===== src/sv/brs_pkg.sv =====
`timescale 1ns / 1ps

package brs_pkg;

    // Default duty resolution, Q0.DUTY_BITS
    localparam int DUTY_BITS_DEF = 16;

    // Converter regions
    localparam logic [1:0] RG_BUCK  = 2'd0;
    localparam logic [1:0] RG_MIXED = 2'd1;
    localparam logic [1:0] RG_BOOST = 2'd2;

    // Item kinds carried on the input side-band
    localparam logic CMD_START    = 1'b0;
    localparam logic CMD_REGULATE = 1'b1;

    // Configuration register indexes
    localparam logic [1:0] CFG_SETPOINT      = 2'd0;
    localparam logic [1:0] CFG_BUCK_MARGIN   = 2'd1;
    localparam logic [1:0] CFG_BOOST_MARGIN  = 2'd2;
    localparam logic [1:0] CFG_HIT_THRESHOLD = 2'd3;

    // Reset values of the configuration registers
    localparam logic [15:0] SETPOINT_RESET  = 16'd10000;
    localparam logic [12:0] MARGIN_RESET    = 13'd800;
    localparam logic [15:0] THRESHOLD_RESET = 16'd1000;

    // At or below this voltage the buck start duty is not computed
    localparam logic [15:0] MV_FLOOR = 16'd1000;

    typedef struct packed {
        logic [15:0] setpoint_mv;
        logic [12:0] buck_margin_mv;
        logic [12:0] boost_margin_mv;
        logic [15:0] hit_threshold;
    } cfg_t;

    // Request to the divider: num * 2^DUTY_BITS / den
    typedef struct packed {
        logic        start;
        logic [15:0] num;
        logic [15:0] den;
    } div_req_t;

    // A fraction given in thousandths, rounded to the nearest code
    function automatic longint unsigned permille(input int unsigned x,
                                                 input int unsigned bits);
        return ((longint'(x) << bits) + 64'd500) / 64'd1000;
    endfunction

endpackage


===== src/sv/brs_divider.sv =====
`timescale 1ns / 1ps

module brs_divider #(
    parameter int DUTY_BITS = brs_pkg::DUTY_BITS_DEF
) (
    input  logic                 aclk,
    input  logic                 aresetn,
    input  brs_pkg::div_req_t    req,
    output logic                 done,
    output logic [DUTY_BITS-1:0] quotient
);
    import brs_pkg::*;

    localparam int CNT_W = $clog2(DUTY_BITS + 1);

    logic                 busy_reg, busy_next;
    logic                 done_reg, done_next;
    logic [CNT_W-1:0]     cnt_reg, cnt_next;
    logic [16:0]          rem_reg, rem_next;
    logic [DUTY_BITS-1:0] q_reg, q_next;
    logic [16:0]          rem_shift;
    logic                 fits;

    // One restoring step per cycle; the numerator is below the divisor, so
    // the quotient fits in DUTY_BITS bits.
    assign rem_shift = {rem_reg[15:0], 1'b0};
    assign fits      = rem_shift >= {1'b0, req.den};

    always_comb begin
        busy_next = busy_reg;
        done_next = 1'b0;
        cnt_next  = cnt_reg;
        rem_next  = rem_reg;
        q_next    = q_reg;
        if (req.start) begin
            busy_next = 1'b1;
            cnt_next  = CNT_W'(DUTY_BITS);
            rem_next  = {1'b0, req.num};
            q_next    = '0;
        end else if (busy_reg) begin
            rem_next = fits ? (rem_shift - {1'b0, req.den}) : rem_shift;
            q_next   = {q_reg[DUTY_BITS-2:0], fits};
            cnt_next = cnt_reg - 1'b1;
            if (cnt_reg == CNT_W'(1)) begin
                busy_next = 1'b0;
                done_next = 1'b1;
            end
        end
    end

    always_ff @(posedge aclk) begin
        if (!aresetn) begin
            busy_reg <= 1'b0;
            done_reg <= 1'b0;
            cnt_reg  <= '0;
        end else begin
            busy_reg <= busy_next;
            done_reg <= done_next;
            cnt_reg  <= cnt_next;
        end
        rem_reg <= rem_next;
        q_reg   <= q_next;
    end

    assign done     = done_reg;
    assign quotient = q_reg;

endmodule


===== src/sv/brs_core.sv =====
`timescale 1ns / 1ps

module brs_core #(
    parameter int DUTY_BITS = brs_pkg::DUTY_BITS_DEF,
    parameter int OUT_W     = ((6 + 3 * DUTY_BITS + 7) / 8) * 8
) (
    input  logic                 aclk,
    input  logic                 aresetn,
    input  brs_pkg::cfg_t        cfg,
    input  logic                 in_valid,
    output logic                 in_ready,
    input  logic                 in_command,
    input  logic [15:0]          in_vin_mv,
    input  logic [DUTY_BITS-1:0] in_duty_request,
    output brs_pkg::div_req_t    div_req,
    input  logic                 div_done,
    input  logic [DUTY_BITS-1:0] div_quotient,
    output logic                 out_valid,
    input  logic                 out_ready,
    output logic [OUT_W-1:0]     out_data
);
    import brs_pkg::*;

    localparam logic [DUTY_BITS-1:0] D_MIN_ALL     = DUTY_BITS'(permille(1, DUTY_BITS));
    localparam logic [DUTY_BITS-1:0] D_MAX_ALL     = DUTY_BITS'(permille(999, DUTY_BITS));
    localparam logic [DUTY_BITS-1:0] D_BUCK_MAX    = DUTY_BITS'(permille(950, DUTY_BITS));
    localparam logic [DUTY_BITS-1:0] D_MIX_MAX     = DUTY_BITS'(permille(450, DUTY_BITS));
    localparam logic [DUTY_BITS-1:0] D_BOOST_MIN   = DUTY_BITS'(permille(50, DUTY_BITS));
    localparam logic [DUTY_BITS-1:0] D_START_LO    = DUTY_BITS'(permille(150, DUTY_BITS));
    localparam logic [DUTY_BITS-1:0] D_START_HI    = DUTY_BITS'(permille(300, DUTY_BITS));
    localparam logic [DUTY_BITS-1:0] D_MIX_START   = DUTY_BITS'(permille(200, DUTY_BITS));
    localparam logic [DUTY_BITS-1:0] D_BOOST_START = DUTY_BITS'(permille(120, DUTY_BITS));
    localparam logic [DUTY_BITS-1:0] D_MIX_TRIGGER = DUTY_BITS'(permille(600, DUTY_BITS));
    localparam logic [DUTY_BITS-1:0] D_HALF        = DUTY_BITS'(permille(500, DUTY_BITS));

    localparam logic [1:0] ST_IDLE = 2'd0;
    localparam logic [1:0] ST_EVAL = 2'd1;
    localparam logic [1:0] ST_DIV  = 2'd2;
    localparam logic [1:0] ST_OUT  = 2'd3;

    function automatic logic [DUTY_BITS-1:0] start_duty_of(input logic [1:0] rg);
        logic [DUTY_BITS-1:0] d;
        case (rg)
            RG_BUCK:  d = D_START_LO;
            RG_BOOST: d = D_BOOST_START;
            default:  d = D_MIX_START;
        endcase
        return d;
    endfunction

    // Saturating up/down hit counter
    function automatic logic [15:0] count(input logic [15:0] c, input logic hit,
                                          input logic [15:0] thr);
        logic [15:0] n;
        if (hit) n = (c < thr) ? c + 16'd1 : c;
        else     n = (c != 16'd0) ? c - 16'd1 : c;
        return n;
    endfunction

    logic [1:0]           state_reg, state_next;
    logic                 cmd_reg;
    logic [15:0]          vin_reg;
    logic [DUTY_BITS-1:0] req_reg;
    logic                 use_div_reg, use_div_next;
    logic [1:0]           region_reg, region_next;
    logic [15:0]          top_hits_reg, top_hits_next;
    logic [15:0]          bot_hits_reg, bot_hits_next;
    logic                 m_valid_reg, m_valid_next;
    logic [OUT_W-1:0]     m_data_reg, m_data_next;

    logic                 accept, out_free, load;
    logic                 go_buck, go_boost;
    logic [1:0]           start_rg;
    logic [DUTY_BITS-1:0] buck_raw, buck_duty;
    logic [DUTY_BITS-1:0] lo, hi;
    logic                 top, bottom, sw, reload;
    logic [15:0]          top_cnt, bot_cnt;
    logic [1:0]           rg;
    logic [DUTY_BITS-1:0] duty, applied, trig;

    assign accept   = in_valid && in_ready;
    assign in_ready = (state_reg == ST_IDLE);
    assign out_free = !m_valid_reg || out_ready;
    assign load     = (state_reg == ST_OUT) && out_free;

    // Region choice of a start item
    assign go_buck  = {1'b0, vin_reg} > ({1'b0, cfg.setpoint_mv} + 17'(cfg.buck_margin_mv));
    assign go_boost = ({1'b0, vin_reg} + 17'(cfg.boost_margin_mv)) < {1'b0, cfg.setpoint_mv};
    assign start_rg = go_buck ? RG_BUCK : (go_boost ? RG_BOOST : RG_MIXED);

    assign div_req.start = (state_reg == ST_EVAL) && use_div_next;
    assign div_req.num   = cfg.setpoint_mv;
    assign div_req.den   = vin_reg;

    // Buck start duty, clamped to its start window
    always_comb begin
        buck_raw  = use_div_reg ? div_quotient : D_START_LO;
        buck_duty = buck_raw;
        if (buck_raw < D_START_LO) buck_duty = D_START_LO;
        if (buck_raw > D_START_HI) buck_duty = D_START_HI;
    end

    // Result of the held item
    always_comb begin
        lo      = (region_reg == RG_BOOST) ? D_BOOST_MIN : D_MIN_ALL;
        hi      = (region_reg == RG_MIXED) ? D_MIX_MAX : D_BUCK_MAX;
        top     = 1'b0;
        bottom  = 1'b0;
        sw      = 1'b0;
        reload  = 1'b0;
        rg      = region_reg;
        duty    = req_reg;
        top_cnt = 16'd0;
        bot_cnt = 16'd0;
        if (cmd_reg == CMD_START) begin
            rg     = start_rg;
            duty   = go_buck ? buck_duty : start_duty_of(start_rg);
            reload = 1'b1;
            sw     = (start_rg != region_reg);
        end else begin
            if (req_reg >= hi) begin
                duty = hi;
                top  = 1'b1;
            end else if (req_reg <= lo) begin
                duty   = lo;
                bottom = 1'b1;
            end
            top_cnt = count(top_hits_reg, top, cfg.hit_threshold);
            bot_cnt = count(bot_hits_reg, bottom, cfg.hit_threshold);
            case (region_reg)
                RG_BUCK: begin
                    if (top_cnt >= cfg.hit_threshold) begin
                        rg = RG_MIXED;
                        sw = 1'b1;
                    end
                end
                RG_MIXED: begin
                    if (top_cnt >= cfg.hit_threshold) begin
                        rg = RG_BOOST;
                        sw = 1'b1;
                    end else if (bot_cnt >= cfg.hit_threshold) begin
                        rg = RG_BUCK;
                        sw = 1'b1;
                    end
                end
                default: begin
                    if (bot_cnt >= cfg.hit_threshold) begin
                        rg = RG_MIXED;
                        sw = 1'b1;
                    end
                end
            endcase
            if (sw) begin
                top_cnt = 16'd0;
                bot_cnt = 16'd0;
                duty    = start_duty_of(rg);
                reload  = 1'b1;
            end
        end
    end

    // Drive stage: global clamp and ADC trigger placement
    always_comb begin
        applied = duty;
        if (duty < D_MIN_ALL) applied = D_MIN_ALL;
        if (duty > D_MAX_ALL) applied = D_MAX_ALL;
        if (rg == RG_MIXED)       trig = D_MIX_TRIGGER;
        else if (applied > D_HALF) trig = applied >> 1;
        else                       trig = {1'b1, applied[DUTY_BITS-1:1]};
    end

    // Sequencer
    always_comb begin
        state_next    = state_reg;
        use_div_next  = use_div_reg;
        region_next   = region_reg;
        top_hits_next = top_hits_reg;
        bot_hits_next = bot_hits_reg;
        case (state_reg)
            ST_IDLE: begin
                if (accept) state_next = ST_EVAL;
            end
            ST_EVAL: begin
                use_div_next = (cmd_reg == CMD_START) && go_buck &&
                               (vin_reg > MV_FLOOR) && (cfg.setpoint_mv > MV_FLOOR);
                state_next   = use_div_next ? ST_DIV : ST_OUT;
            end
            ST_DIV: begin
                if (div_done) state_next = ST_OUT;
            end
            default: begin
                if (out_free) begin
                    region_next   = rg;
                    top_hits_next = top_cnt;
                    bot_hits_next = bot_cnt;
                    state_next    = ST_IDLE;
                end
            end
        endcase
    end

    // Output register: fields from the lowest bit up
    always_comb begin
        m_valid_next = m_valid_reg;
        m_data_next  = m_data_reg;
        if (load) begin
            m_valid_next = 1'b1;
            m_data_next  = OUT_W'({(reload ? duty : {DUTY_BITS{1'b0}}), reload, bottom,
                                   top, sw, trig, applied, rg});
        end else if (out_ready) begin
            m_valid_next = 1'b0;
        end
    end

    always_ff @(posedge aclk) begin
        if (!aresetn) begin
            state_reg    <= ST_IDLE;
            use_div_reg  <= 1'b0;
            region_reg   <= RG_BUCK;
            top_hits_reg <= 16'd0;
            bot_hits_reg <= 16'd0;
            m_valid_reg  <= 1'b0;
        end else begin
            state_reg    <= state_next;
            use_div_reg  <= use_div_next;
            region_reg   <= region_next;
            top_hits_reg <= top_hits_next;
            bot_hits_reg <= bot_hits_next;
            m_valid_reg  <= m_valid_next;
        end
        if (accept) begin
            cmd_reg <= in_command;
            vin_reg <= in_vin_mv;
            req_reg <= in_duty_request;
        end
        m_data_reg <= m_data_next;
    end

    assign out_valid = m_valid_reg;
    assign out_data  = m_data_reg;

endmodule


===== src/sv/buck_boost_region_selector.sv =====
`timescale 1ns / 1ps

// Channel   | Direction | Contents
// ----------+-----------+---------------------------------------------------
// s_        | in        | tuser: command; tdata: vin_mv, duty_request
// m_        | out       | tdata: region .. reload_duty, one transfer per item
// cfg_      | in        | register index and write data
//
// A regulate item or a non-buck start item passes through the evaluate and
// output states until the block is ready again; a buck start item whose duty
// is computed also waits in the divide state for the one-bit-per-cycle divider.
// Reset (aresetn low at a clock edge) restores the configuration defaults,
// buck region and cleared hit counters.
// A result waiting on m_tready holds the output register; the next item is
// still taken and is held back only at its own result.
module buck_boost_region_selector #(
    parameter int DUTY_BITS = brs_pkg::DUTY_BITS_DEF
) (
    input  logic                                   aclk,
    input  logic                                   aresetn,
    input  logic                                   s_tvalid,
    output logic                                   s_tready,
    // [15:0] vin_mv, then duty_request
    input  logic [((16 + DUTY_BITS + 7) / 8) * 8-1:0] s_tdata,
    // [0] command
    input  logic                                   s_tuser,
    output logic                                   m_tvalid,
    input  logic                                   m_tready,
    // region, applied_duty, adc_trigger, region_switched, top_limit_hit,
    // bottom_limit_hit, reload_regulator, reload_duty, zero fill
    output logic [((6 + 3 * DUTY_BITS + 7) / 8) * 8-1:0] m_tdata,
    input  logic                                   cfg_valid,
    output logic                                   cfg_ready,
    input  logic [1:0]                             cfg_index,
    input  logic [15:0]                            cfg_data
);
    import brs_pkg::*;

    localparam int OUT_W = ((6 + 3 * DUTY_BITS + 7) / 8) * 8;

    cfg_t                 cfg_reg, cfg_next;
    div_req_t             div_req;
    logic                 div_done;
    logic [DUTY_BITS-1:0] div_quotient;

    // Configuration writes are always taken
    assign cfg_ready = 1'b1;

    always_comb begin
        cfg_next = cfg_reg;
        if (cfg_valid) begin
            case (cfg_index)
                CFG_SETPOINT:     cfg_next.setpoint_mv     = cfg_data;
                CFG_BUCK_MARGIN:  cfg_next.buck_margin_mv  = cfg_data[12:0];
                CFG_BOOST_MARGIN: cfg_next.boost_margin_mv = cfg_data[12:0];
                default:          cfg_next.hit_threshold   = cfg_data;
            endcase
        end
    end

    always_ff @(posedge aclk) begin
        if (!aresetn) begin
            cfg_reg.setpoint_mv     <= SETPOINT_RESET;
            cfg_reg.buck_margin_mv  <= MARGIN_RESET;
            cfg_reg.boost_margin_mv <= MARGIN_RESET;
            cfg_reg.hit_threshold   <= THRESHOLD_RESET;
        end else begin
            cfg_reg <= cfg_next;
        end
    end

    brs_divider #(
        .DUTY_BITS (DUTY_BITS)
    ) u_divider (
        .aclk     (aclk),
        .aresetn  (aresetn),
        .req      (div_req),
        .done     (div_done),
        .quotient (div_quotient)
    );

    brs_core #(
        .DUTY_BITS (DUTY_BITS),
        .OUT_W     (OUT_W)
    ) u_core (
        .aclk            (aclk),
        .aresetn         (aresetn),
        .cfg             (cfg_reg),
        .in_valid        (s_tvalid),
        .in_ready        (s_tready),
        .in_command      (s_tuser),
        .in_vin_mv       (s_tdata[15:0]),
        .in_duty_request (s_tdata[16 +: DUTY_BITS]),
        .div_req         (div_req),
        .div_done        (div_done),
        .div_quotient    (div_quotient),
        .out_valid       (m_tvalid),
        .out_ready       (m_tready),
        .out_data        (m_tdata)
    );

endmodule

===== config.mk =====
export PLATFORM = sky130hd
export DESIGN_NAME = buck_boost_region_selector
export DESIGN_NICKNAME = d
export VERILOG_FILES = /design/src/sv/brs_pkg.sv /design/src/sv/brs_divider.sv /design/src/sv/brs_core.sv /design/src/sv/buck_boost_region_selector.sv
export SDC_FILE = /design/constraint.sdc
export NUM_CORES = 1
export LEC_CHECK = 0
export ABC_AREA = 1
export BUFFER_PORTS_ARGS = -buffer_cell sky130_fd_sc_hd__buf_2
export CAP_MARGIN = 0
export CELL_PAD_IN_SITES_DETAIL_PLACEMENT = 1
export CELL_PAD_IN_SITES_GLOBAL_PLACEMENT = 1
export CORE_ASPECT_RATIO = 0.9
export CORE_MARGIN = 2
export CORE_UTILIZATION = 23
export DETAILED_ROUTE_END_ITERATION = 10
export PLACE_DENSITY = 0.58
export SLEW_MARGIN = 5
export SYNTH_ARGS = -nofsm -noshare
export SYNTH_HDL_FRONTEND = slang
export SYNTH_SLANG_ARGS = --single-unit

===== constraint.sdc =====
create_clock -name aclk -period 9.7 [get_ports aclk]
set_input_delay 2.91 -clock aclk [delete_from_list [all_inputs] [get_ports aclk]]
set_output_delay 2.91 -clock aclk [all_outputs]
set_load 0.05 [all_outputs]

## Word-level counts from Yosys, hierarchy flattened

Index checks and enable logic that the tools add are counted.
Widths: inputs -> output; s select.

- Input bits: 56
- Word-level logic and storage cells: 160
- Bits in writable memories: 0
- Register bits after elaboration: 222
- Output and inout port bits: 59
- Memories kept: 0
- ROM bits: 0
- Bits in latches: 0

- Reduce and logical (&&, ||, !) cells: 28
- Div/mod/pow operators: 0
- Bitwise logic cells: 5
- Multiplexer cells: 66
- Shift operators: 0
- Equality and inequality tests: 14
- $mul: 0
- Add/subtract/negate cells: 8
- Magnitude comparators: 16

Operator list:

| kind | number |
|---|---|
| $mux 16 | 27 |
| $pmux 14 s2 | 2 |
| $ge 16x16->1 | 3 |
| $add 16x13->17 | 2 |
| $add 16x1->16 const B | 2 |
| $gt 16x10->1 const B | 2 |
| $gt 16x16->1 const B | 2 |
| $lt 16x16->1 | 2 |
| $reduce_bool 16->1 | 2 |
| $sub 16x1->16 const B | 2 |
| $mux 2 | 11 |
| $mux 1 | 20 |
| $ge 17x16->1 | 1 |
| $gt 16x17->1 | 1 |
| $lt 17x16->1 | 1 |
| $gt 16x15->1 const B | 1 |
| $le 16x16->1 | 1 |
| $lt 16x14->1 const B | 1 |
| $lt 16x7->1 const B | 1 |
| $sub 16x16->16 | 1 |
| $eq 2x2->1 const B | 6 |
| $mux 12 | 1 |
| $logic_not 2->1 | 5 |
| $mux 5 | 2 |
| other kinds (18) | 38 |

## Depth between registers and ports, before layout

Gate-level depths: netlist (run 1).

- Depth in word-level cells: 22
- Gate-level depth with buffers: 48
- Depth with buffers taken out: 46

## Modules after synthesis

A second synthesis (run 1) with hierarchy kept.

- Cells, all modules: 2220
- Area total of the unflattened synthesis: 16224.3 um^2

Modules (own cells, without submodules):

| module | instances | seq. area each (um^2) | cells an instance | area each (um^2) |
|---|---|---|---|---|
| brs_core | 1 | 3373.2 | 1447 | 10867.9 |
| brs_divider | 1 | 940.9 | 428 | 3014.1 |
| buck_boost_region_selector | 1 | 1161.1 | 345 | 2342.2 |

## Least setup slack after synthesis (run 1)

No wires, ideal clock.

- Kind: input to register
- Start: input m_tready
- End: register u_core.top_hits_reg[0]
- Path buffers: 1
- Cell stages on the path: 7
- Setup slack: 3221 ps
- Data required time: 9630 ps
- Data arrival time: 6408 ps
- Cell sequence: nor2_1 > nor2_1 > inv_2 > nor2_1 > clkbuf_1 > nand2_1 > a21oi_1

- Word-level cells in the longest chain between the ends: 2

Ends and longest elaborated chain:

| item | line | RTL |
|---|---|---|
| start: declaration | buck_boost_region_selector.sv:28 | `input logic m_tready,` |
| $logic_or 1x1->1 | brs_core.sv:83 | `assign out_free = !m_valid_reg \|\| out_ready;` |
| $reduce_and 2->1 (no source line) | -- |  |
| end signal: assignment | brs_core.sv:227 | `top_hits_reg <= top_hits_next;` |
| end: declaration | brs_core.sv:66 | `logic [15:0] top_hits_reg, top_hits_next;` |

No other way between the ends.
A chain may end at the register's enable or synchronous reset.

## Worst setup path after layout (run 1)

- Start: register u_core.region_reg[0]
- End: register u_core.m_data_reg[2] (netlist: u_core.out_data[2]) (data pin)

- Word-level cells in the longest chain between the ends: 20
- Elaborated cells between the ends (all ways): 40

Ends and longest elaborated chain:

| item | line | RTL |
|---|---|---|
| start: declaration | brs_core.sv:65 | `logic [1:0] region_reg, region_next;` |
| start signal: assignment | brs_core.sv:226 | `region_reg <= region_next;` |
| $eq 2x2->1 | brs_core.sv:105 | `lo = (region_reg == RG_BOOST) ? D_BOOST_MIN : D_MIN_ALL;` |
| $mux 12 | brs_core.sv:105 |  |
| $le 16x16->1 | brs_core.sv:124 | `end else if (req_reg <= lo) begin` |
| $mux 1 | brs_core.sv:124 |  |
| $mux 1 | brs_core.sv:121 | `if (req_reg >= hi) begin` |
| $mux 1 | brs_core.sv:115 | `if (cmd_reg == CMD_START) begin` |
| $mux 16 | brs_core.sv:55 | `if (hit) n = (c < thr) ? c + 16'd1 : c;` |
| $mux 16 | brs_core.sv:115 |  |
| (+5 left out) | -- |  |
| $eq 2x2->1 / $logic_not 2->1 (equally long branches) | brs_core.sv:43 | `case (rg)` |
| $pmux 14 s2 | brs_core.sv:43 |  |
| $mux 16 (*) | brs_core.sv:153 | `if (sw) begin` |
| $mux 16 (*) | brs_core.sv:115 |  |
| $lt 16x7->1 | brs_core.sv:165 | `if (duty < D_MIN_ALL) applied = D_MIN_ALL;` |
| $mux 16 | brs_core.sv:165 |  |
| $mux 16 (*) | brs_core.sv:166 | `if (duty > D_MAX_ALL) applied = D_MAX_ALL;` |
| named net u_core.applied[0] | brs_core.sv:79 | `logic [DUTY_BITS-1:0] duty, applied, trig;` |
| end signal: assignment | brs_core.sv:236 | `m_data_reg <= m_data_next;` |
| end: declaration | brs_core.sv:69 | `logic [OUT_W-1:0] m_data_reg, m_data_next;` |

Mark *: on every way through the listed nets, which the timed path passes. The rest lies on a longest branch. The select of a mux whose other input is x is not followed.

==> results of run 1 <==
[report_power, final]
| group | internal (µW) | switching (µW) |
|---|---|---|
| Combinational | 440 | 968 |
| Clock | 645 | 431 |
| Sequential | 1180 | 101 |
[per-layer routing]
metal,track usage (%),vias up
met4,3.01,8
met1,19.7,6390
met3,2.61,57
met2,24.5,184
met5,0,-
li1,-,6698
[cell usage after synthesis (10+ instances only)]
master    number
nand2_1      392
inv_1        250
nor2_1       182
a21oi_1      157
ha_1         152
dfxtp_1      119
o21ai_0      116
edfxtp_1     103
nand3_1       88
xor2_1        56
nor3_1        42
clkbuf_1      38
nand4_1       25
o211ai_1      22
o22ai_1       19
xnor2_1       17
nand2_2       12
inv_2         11
a22oi_1       10
[through the flow]
step / total power (µW) / util (%) / instance area [µm²] / setup slack, ps / cells
6_report: 3760 / 27.0 / 17300 / 2820 / 2913
5_1_grt: 4050 / 27.0 / 17300 / 2010 / 2911
4_1_cts: 3820 / 27.0 / 17300 / 2870 / 2908
3_5_place_dp: 2710 / 25.5 / 16400 / 2910 / 2856
3_3_place_gp: 2660 / 25.5 / 16400 / 3140 / 2856
2_1_floorplan: 2300 / - / 14900 / 3220 / 1939
[worst max-delay path: cells and delay by family, from the launching register on]
| family | cells | cell delay (ps) |
|---|---|---|
| buffers and inverters | 7 | 1740 |
| xor gates and xnor gates | 1 | 190 |
| adders and majority gates | 2 | 600 |
| and+or+nand+nor | 17 | 2680 |
| AOI/OAI and AO/OA | 5 | 920 |
| DFF | 1 | 450 |
[layout make-up]
cell class | count | area (µm²)
Clock buffer | 36 | 782
Sequential cell | 222 | 5480
Clock inverter | 16 | 159
Inverter | 262 | 986
Multi-Input combinational cell | 1399 | 8220
Tap cell | 855 | 1070
Timing Repair Buffer | 118 | 608
Antenna cell | 5 | 12.5
Fill cell | 7762 | 46900
[worst max-delay path by stage]
stage,depth (start not counted),end,from
after CTS,34,u_core.out_data[23],u_core.region_reg[0]
after global routing,35,u_core.out_data[23],u_core.region_reg[0]
after floorplan,7,u_core.top_hits_reg[0],m_tready
final,32,u_core.out_data[2],u_core.region_reg[0]
after detailed placement,33,u_core.out_data[2],u_core.region_reg[0]
after global placement,33,u_core.out_data[2],u_core.region_reg[0]
[logic make-up (layout without fill, tap and decap cells)]
logic type | after synthesis | in the layout | synth area share (%)
other | 2 | 9 | 0.0503
AO/OA/AOI/OAI | 383 | 383 | 14.6
flip-flops | 222 | 222 | 36.7
buffers and inverters | 318 | 432 | 8.47
XOR/XNOR | 73 | 73 | 4.28
AND/OR/NAND/NOR | 784 | 784 | 22.8
adder cells (fa/ha/maj) | 155 | 155 | 13.1
==> out/qor.yml, run 1 <==
cts:
  clk_pin_slew_ps: 60
  cts_resized: 0
  ctsHoldBuffers: 0
  clk_latency_ps: 580
  cts_sinks: 222
  htree_levels: 1
  cts_setup_buffers: 0
  cts_buffers: 29
  root_buffer: "clkbuf_16"
  cts_buffer_depth: 3
  cts_tree: "done"
route:
  drt_iter0_markers: 627
  drc: 0
  routed.top_layer: "met5"
  antenna_left: 0
  wl_met2_um: 22400
  dr_wl_met3_um: 2080
  wl_met1_um: 23900
  detail_route.first_pass.iterations: 5
  vias_per_cell: 4.58
  drt_wl_total_um: 49100
  route.vias.total: 13337
  avgRoutedWirePerCell_um: 16.9
sta:
  timing_worst_slew_pin_value_ps: 1070
  slew_headroom_pct: 28.7
  tns_ps: 0
  holdWs_ps: 475
  hold_viol: 0
  rsz0062_at_grt: "false"
  finalCriticalPeriod_ps: 6880
  drv_slew: 0
  skew_ps: 17.3
  post-route-period-util_pct: 70.9
  fmax_mhz: 145
  setup_viol: 0
place:
  io_buffer_count: 111
  place_hpwl_um: 38600
  gp_congestion: 0.853
worst_hold_path:
  min_path_cells: 2
  timing.hold.worst_endpoint: "cfg_reg[37]"
  hold_path.class: "flop to flop"
  hp-start: "cfg_reg[37]"
setup_path:
  critical-path-max-stage-delay_ps: 570
  cp_common_cell: "nand2_1"
  crit_fanout: 22
  reg2reg_depth: 32
  end_kind: "flop"
  worstPathRequired_ps: 10030
  start_kind: "flop"
  arrival_ps: 7210
  r2r-start: "u_core.region_reg[0]"
  reg2reg_slack_ps: 2820
  crit_type: "flop to flop"
  slowest_stage: "inv_1"
  reg2reg_to: "u_core.out_data[2]"
yosys:
  synthDistinctLibCells: 59
  async_flop_share_pct: 0
  yosysTopAreaCell: "edfxtp_1"
  synth_cells: 1937
  synth_top_area_share_pct: 20.7
  syn_area_mm2: 0.0149
  ys_seq_area_share_pct: 36.7
  yosys-top-cells-area: "edfxtp_1 21%, dfxtp_1 16%, ha_1 13%"
  ys_ff_latch: 222
  yosys_warnings: 0
  syn_area_per_cell_um2: 7.71
  synth_ff_type: "dfxtp_1"
  synth-edff-count: 103
final_layout:
  final_cell_mix: "392 x nand2_1, 249 x inv_1, 180 x nor2_1"
  fin_nets: 2243
  final_common_cell: "nand2_1"
  largest_reg_flops: 58
  synthToLayoutAreaGrowth_pct: 15.9
  drive_above_1_share_pct: 10.9
power_and_ir_drop:
  p_per_area_mw_per_mm2: 217
  ir_drop_mv: 0.132
  leakage_uw: 0.00780
global_route:
  grt_max_degree: 56
  track_usage_pct: 14.7
  grt_pass1_vias: 13924
  antenna_found_initial: 8
  grt_pass1_wl_um: 78300
  grt_overflow: 0
floorplan:
  start_util_pct: 23.3
  core_region_area_mm2: 0.0642
  io-pin-count: 115
  die_h_um: 246
  row_count: 88
  dieArea_mm2: 0.0670
  die_x_um: 273
job:
  drv_cap: 0
status:
  status: "finished clean"
No activity file was read; power rests on OpenSTA's default activity.
==> inputs of run 2 (changes only) <==
- ABC_AREA: 1 -> 0
- PLACE_DENSITY: 0.58 -> 0.57
- clock period: 9.7 -> 6.8 ns (I/O delays scaled with it)
==> run 2 against run 1 <==
Net effect: worst setup slack got worse by 2500 ps; non-clock buffer count rose by 39; via count fell by 2.4%; clock power rose by 41%; count of clock-buffer cells in the layout fell by 5; combinational power rose by 73%; register-to-register slack got worse by 2500 ps; final cell count fell by 9.2%; fmax rose by 5.8%; critical endpoint is now u_core.out_data[21]; largest power group unchanged.
==> out/qor.yml, run 2 <==
status:
  status: "finished clean"
place:
  dp.cells: 2589
  io_buffer_count: 111
  place_hpwl_um: 39400
  gp_congestion: 0.871
yosys:
  synth-compound-area-share_pct: 20.9
  synth_most_common_cell: "nand2_1"
  yosys-top-cells-area: "edfxtp_1 21%, dfxtp_1 16%, ha_1 13%"
  synthSimpleGateAreaFrac_pct: 18.6
  synth_xor_area_share_pct: 3.95
  synthMuxAreaShare_pct: 1.50
  async_flop_share_pct: 0
  synthDistinctLibCells: 86
  ys_ff_latch: 222
  synth_cells: 1654
  yosysTopAreaCell: "edfxtp_1"
  synth-edff-count: 103
  synth_fa_ha_area_share_pct: 13.4
  synthTopCellsByCount: "187 x nand2_1, 152 x ha_1, 145 x a21oi_1, 137 x nor2_1, 119 x dfxtp_1"
  syn_area_per_cell_um2: 8.85
  yosys_warnings: 0
  synth_top_family_by_area: "compound AO/OA/AOI/OAI gates"
  synth_top_area_share_pct: 21.1
  synth_ff_type: "dfxtp_1"
  ys_seq_area_share_pct: 37.4
  syn_area_mm2: 0.0146
final_layout:
  largest_reg_flops: 58
  drive_above_1_share_pct: 14.2
  synthToLayoutAreaGrowth_pct: 18.9
  final_cell_mix: "186 x nand2_1, 152 x ha_1, 142 x a21oi_1"
  nFillCells: 7353
  fin_nets: 1988
  fin_util_pct: 27.7
  diodes: 0
  final_common_cell: "nand2_1"
  stdcell_count: 2644
setup_path:
  worstPathRequired_ps: 7110
  crit_family: "compound AO/OA/AOI/OAI gates"
  cp.depth: 24
  critPathLaunch: "u_core.req_reg[1]"
  slowest_stage: "or4_4"
  arrival_ps: 6810
  end_kind: "flop"
  path_buf_inv: 2
  critical-path-max-stage-delay_ps: 500
  reg2reg_to: "u_core.out_data[21]"
  crit_end: "u_core.out_data[21]"
  r2r-start: "u_core.req_reg[1]"
  start_kind: "flop"
  reg2reg_depth: 24
  path_cells: "a211o_1, a311o_1, a311oi_2, o21bai_1, buf_4, nor2_4, nand2_1, or4_1, o21ai_0, xor2_1, ha_1, a21o_1, a21o_1, a21oi_1, o221ai_1, a31oi_2, and2_2, inv_2, o32a_4, a21oi_2, nand4_1, or4_4, a211oi_4, o21bai_1"
  crit_fanout: 11
  reg2reg_slack_ps: 300
  crit_type: "flop to flop"
sta:
  holdWs_ps: 457
  timing_worst_slew_pin_value_ps: 1110
  hold_viol: 0
  finalCriticalPeriod_ps: 6500
  fmax_mhz: 154
  skew_ps: 14.5
  slew_headroom_pct: 25.5
  rsz0062_at_grt: "false"
  tns_ps: 0
  post-route-period-util_pct: 95.6
  drv_slew: 0
  setup_viol: 0
power_and_ir_drop:
  comb_power_share_pct: 42.3
  total_power_uw: 5770
  clkPwrFrac_pct: 26.4
  p_per_area_mw_per_mm2: 332
  internal_power_uw: 3460
  ir_drop_mv: 0.206
  p_sw_uw: 2310
  seqPwrFrac_pct: 31.3
  leakage_uw: 0.00707
  p_sw_share_pct: 40.1
global_route:
  grt_pass1_vias: 13643
  grt_overflow: 0
  antenna_found_initial: 2
  track_usage_pct: 15.3
  grt_max_degree: 60
  grt_pass1_wl_um: 80300
route:
  drt_wl_total_um: 50800
  antenna_left: 0
  detail_route.first_pass.iterations: 4
  avgRoutedWirePerCell_um: 19.2
  drt_iter0_markers: 659
  drc: 0
  vias_per_cell: 4.92
  route.vias.total: 13015
cts:
  clk_latency_ps: 570
  root_buffer: "clkbuf_16"
  cts_tree: "done"
  clk_pin_slew_ps: 60
  cts_buffer_depth: 3
  cts_sinks: 222
  htree_levels: 1
  cts_buffers: 28
floorplan:
  io-pin-count: 115
  core_region_area_mm2: 0.0628
  start_util_pct: 23.3
  die_x_um: 270
  dieArea_mm2: 0.0657
  die_h_um: 243
  row_count: 87
worst_hold_path:
  hold_path.class: "flop to flop"
job:
  drv_cap: 0
-- run 2: cells by family (layout without fill, tap and decap cells) --
family | Yosys count | after routing
other | 2 | 4
xor gates and xnor gates | 66 | 66
muxes | 22 | 22
and+or+nand+nor | 574 | 574
DFF | 222 | 222
buffers and inverters | 160 | 303
AOI/OAI and AO/OA | 453 | 453
adders and majority gates | 155 | 155
-- run 2: power by group through the flow --
| stage | Sequential (µW) | Clock (µW) | Combinational (µW) |
|---|---|---|---|
| after floorplan | 1840 | 0 | 1640 |
| after global placement | 1830 | 0 | 2330 |
| after detailed placement | 1830 | 0 | 2400 |
| after CTS | 1810 | 1570 | 2430 |
| after global routing | 1830 | 1630 | 2730 |
| final | 1810 | 1520 | 2440 |
-- run 2: per-stage QoR --
stage | setup slack, ps | cell area, µm²
floorplan | 633 | 14600
global placement | -7.81 | 16300
detailed placement | -157 | 16300
CTS | 61.7 | 17300
global route | 0.965 | 17400
finish | 298 | 17400
-- run 2: area by class of cell --
cell class	instances	area, µm²	area share, %
multi-input cells	1274	8680	49.9
flip-flops and latches	222	5480	31.4
well taps	845	1060	6.07
repair buffers	157	901	5.17
clock buffers	31	733	4.21
inverters	94	353	2.03
clock inverters	21	206	1.19
-- run 2: repair_timing --
item                                    4_1_cts  5_1_grt
pin swaps                                     0        5
resized for setup                             4       22
buffers inserted                              0        3
hold buffers                                  0        0
endpoints found under the setup margin       11       20
-- run 2: worst min-delay path, stage by stage (launching register included) --
cell,delay (ps)
dfxtp_1,310
nand2_1,50
a21oi_1,50
-- run 2: worst min path at each step --
stage | cells past startpoint | from | endpoint
2_1_floorplan | 2 | cfg_reg[10] | cfg_reg[10]
3_3_place_gp | 2 | cfg_reg[4] | cfg_reg[4]
3_5_place_dp | 2 | cfg_reg[12] | cfg_reg[12]
4_1_cts | 2 | cfg_reg[12] | cfg_reg[12]
5_1_grt | 2 | cfg_reg[14] | cfg_reg[14]
6_report | 2 | cfg_reg[12] | cfg_reg[12]
-- run 2: routing by layer --
layer	GRT usage (%)	share of wire, %	up-vias
li1	-	-	6347
met3	2.17	3.9	58
met1	21.4	49	6403
met5	0	0.022	-
met2	24.9	45	205
met4	3.79	2.1	2
==> inputs of run 3 (changes only) <==
- CTS_CLUSTER_SIZE: unset -> 8
- PLACE_DENSITY: 0.57 -> 0.58
- clock period: 6.8 -> 5.85 ns (I/O delays scaled with it)
==> run 3 against run 2 <==
Net effect: count of clock-buffer cells in the layout up 23; the run now ends with setup timing left; clock power up 24%; register-to-register slack got worse by 510 ps; combinational power grew 52%; sequential share of layout area is 3.2 points lower; non-clock buffer count is 195 higher.
==> out/qor.yml, run 3 (synthesized netlist as in run 2, its figures left out) <==
setup_path:
  reg2reg_depth: 30
  reg2reg_slack_ps: -210
  start_kind: "flop"
  r2r-start: "u_core.region_reg[0]"
  slowest_stage: "or3_1"
  worstPathRequired_ps: 6260
  reg2reg_to: "u_core.out_data[20]"
  crit_type: "flop to flop"
  path_buf_inv: 6
  critical-path-max-stage-delay_ps: 400
  end_kind: "flop"
  crit_family: "compound AO/OA/AOI/OAI gates"
  arrival_ps: 6480
  crit_fanout: 10
final_layout:
  fin_util_pct: 30.9
  final_cell_mix: "228 x buf_4, 183 x nand2_1, 146 x ha_1"
  fin_nets: 2189
  largest_reg_flops: 58
  drive_above_1_share_pct: 25.1
  diodes: 0
  final_common_cell: "buf_4"
  synthToLayoutAreaGrowth_pct: 32.7
sta:
  slew_headroom_pct: 21.9
  rsz0062_at_grt: "true"
  holdWs_ps: 460
  drv_slew: 0
  timing_worst_slew_pin_value_ps: 1170
  setup_viol: 14
  skew_ps: 25.9
  hold_viol: 0
  fmax_mhz: 165
  finalCriticalPeriod_ps: 6060
  post-route-period-util_pct: 104
  fin_ws_ps: -212
  tns_ps: -2380
worst_hold_path:
  timing.hold.worst_endpoint: "cfg_reg[4]"
  hp-start: "cfg_reg[4]"
  min_path_cells: 2
  hold_path.class: "flop to flop"
power_and_ir_drop:
  p_sw_share_pct: 39.1
  p_per_area_mw_per_mm2: 395
  total_power_uw: 7670
  internal_power_uw: 4670
  comb_power_share_pct: 48.3
  ir_drop_mv: 0.219
  p_sw_uw: 3000
  clkPwrFrac_pct: 24.5
  seqPwrFrac_pct: 27.2
  leakage_uw: 0.00815
cts:
  cts_sinks: 222
  clk_latency_ps: 550
  htree_levels: 2
  root_buffer: "clkbuf_16"
  cts_buffer_depth: 3
  cts_buffers: 34
  cts_tree: "done"
  clk_pin_slew_ps: 50
  ctsHoldBuffers: 0
route:
  detail_route.first_pass.iterations: 5
  avgRoutedWirePerCell_um: 18.9
  drc: 0
  drt_iter0_markers: 718
  route.vias.total: 13874
  vias_per_cell: 4.88
  antenna_left: 0
  drt_wl_total_um: 53800
status:
  failed_checks: "setup timing"
  status: "finished with violations"
global_route:
  antenna_found_initial: 1
  track_usage_pct: 16.3
  grt_max_degree: 50
  grt_pass1_wl_um: 84900
  grt_pass1_vias: 14667
  grt_overflow: 0
floorplan:
  dieArea_mm2: 0.0657
  start_util_pct: 23.3
  core_region_area_mm2: 0.0628
  die_x_um: 270
  row_count: 87
  io-pin-count: 115
  die_h_um: 243
place:
  place_hpwl_um: 41200
  io_buffer_count: 111
  gp_congestion: 0.891
job:
  drv_cap: 0
-- run 3: cell types whose count changed in the layout (fill, tap and decap cells not counted), sizes merged --
cell,change
clkbuf,+23
buf,+195
bufinv,-3
clkinvlp,-3
clkinv,-11
-- run 3: per-layer routing --
| layer | GRT usage, % | vias up | share of wire (%) |
|---|---|---|---|
| met5 | 0 | - | 0 |
| met3 | 2.55 | 78 | 3.8 |
| met1 | 21.8 | 6795 | 47 |
| li1 | - | 6745 | - |
| met2 | 27.2 | 256 | 47 |
| met4 | 4.28 | 0 | 2.2 |
-- run 3: per-stage QoR --
stage / setup slack (ps) / instances / area (µm²)
2_1_floorplan: -8.46 / 1656 / 14700
3_3_place_gp: -282 / 2752 / 17600
3_5_place_dp: -570 / 2752 / 17600
4_1_cts: -238 / 2831 / 19100
5_1_grt: -415 / 2845 / 19400
6_report: -212 / 2845 / 19400
-- run 3: timing repair --
action | in CTS | in global routing
pin swaps | 39 | 19
buffers inserted | 21 | 14
hold endpoints to repair | 0 | 0
setup endpoints to repair | 14 | 38
gates resized for setup | 65 | 52
-- run 3: layout make-up --
cell class,instances,area (µm²)
Clock buffer,54,936
Clock inverter,4,61.3
Fill cell,7342,43400
Inverter,94,360
Multi-Input combinational cell,1274,9100
Sequential cell,222,5480
Tap cell,845,1060
Timing Repair Buffer,352,2430
-- run 3: power groups by stage --
stage	clock (µW)	sequential, µW	combinational [µW]
2_1_floorplan	0	2140	1940
3_3_place_gp	0	2110	3130
3_5_place_dp	0	2110	3220
4_1_cts	1950	2090	3500
5_1_grt	2000	2110	4080
6_report	1880	2090	3710
-- run 3: worst reg2reg max path: cells and delay by family, from the launching register on --
family	cells	cell delay, ps
buffers and inverters	6	750
AOI/OAI and AO/OA	14	3040
DFF	1	320
adders and majority gates	2	490
and+or+nand+nor	7	1250
xor gates and xnor gates	1	60
-- run 3: worst max path at each step --
stage	from	endpoint	slack, ps	depth (start not counted)
6_report	u_core.region_reg[0]	u_core.out_data[20]	-210	30
5_1_grt	u_core.region_reg[0]	u_core.out_data[6]	-410	28
4_1_cts	u_core.region_reg[0]	u_core.out_data[6]	-240	28
3_5_place_dp	u_core.req_reg[1]	u_core.out_data[19]	-570	20
3_3_place_gp	u_core.req_reg[1]	u_core.out_data[19]	-280	21
2_1_floorplan	u_core.region_reg[1]	u_core.out_data[19]	-8	25
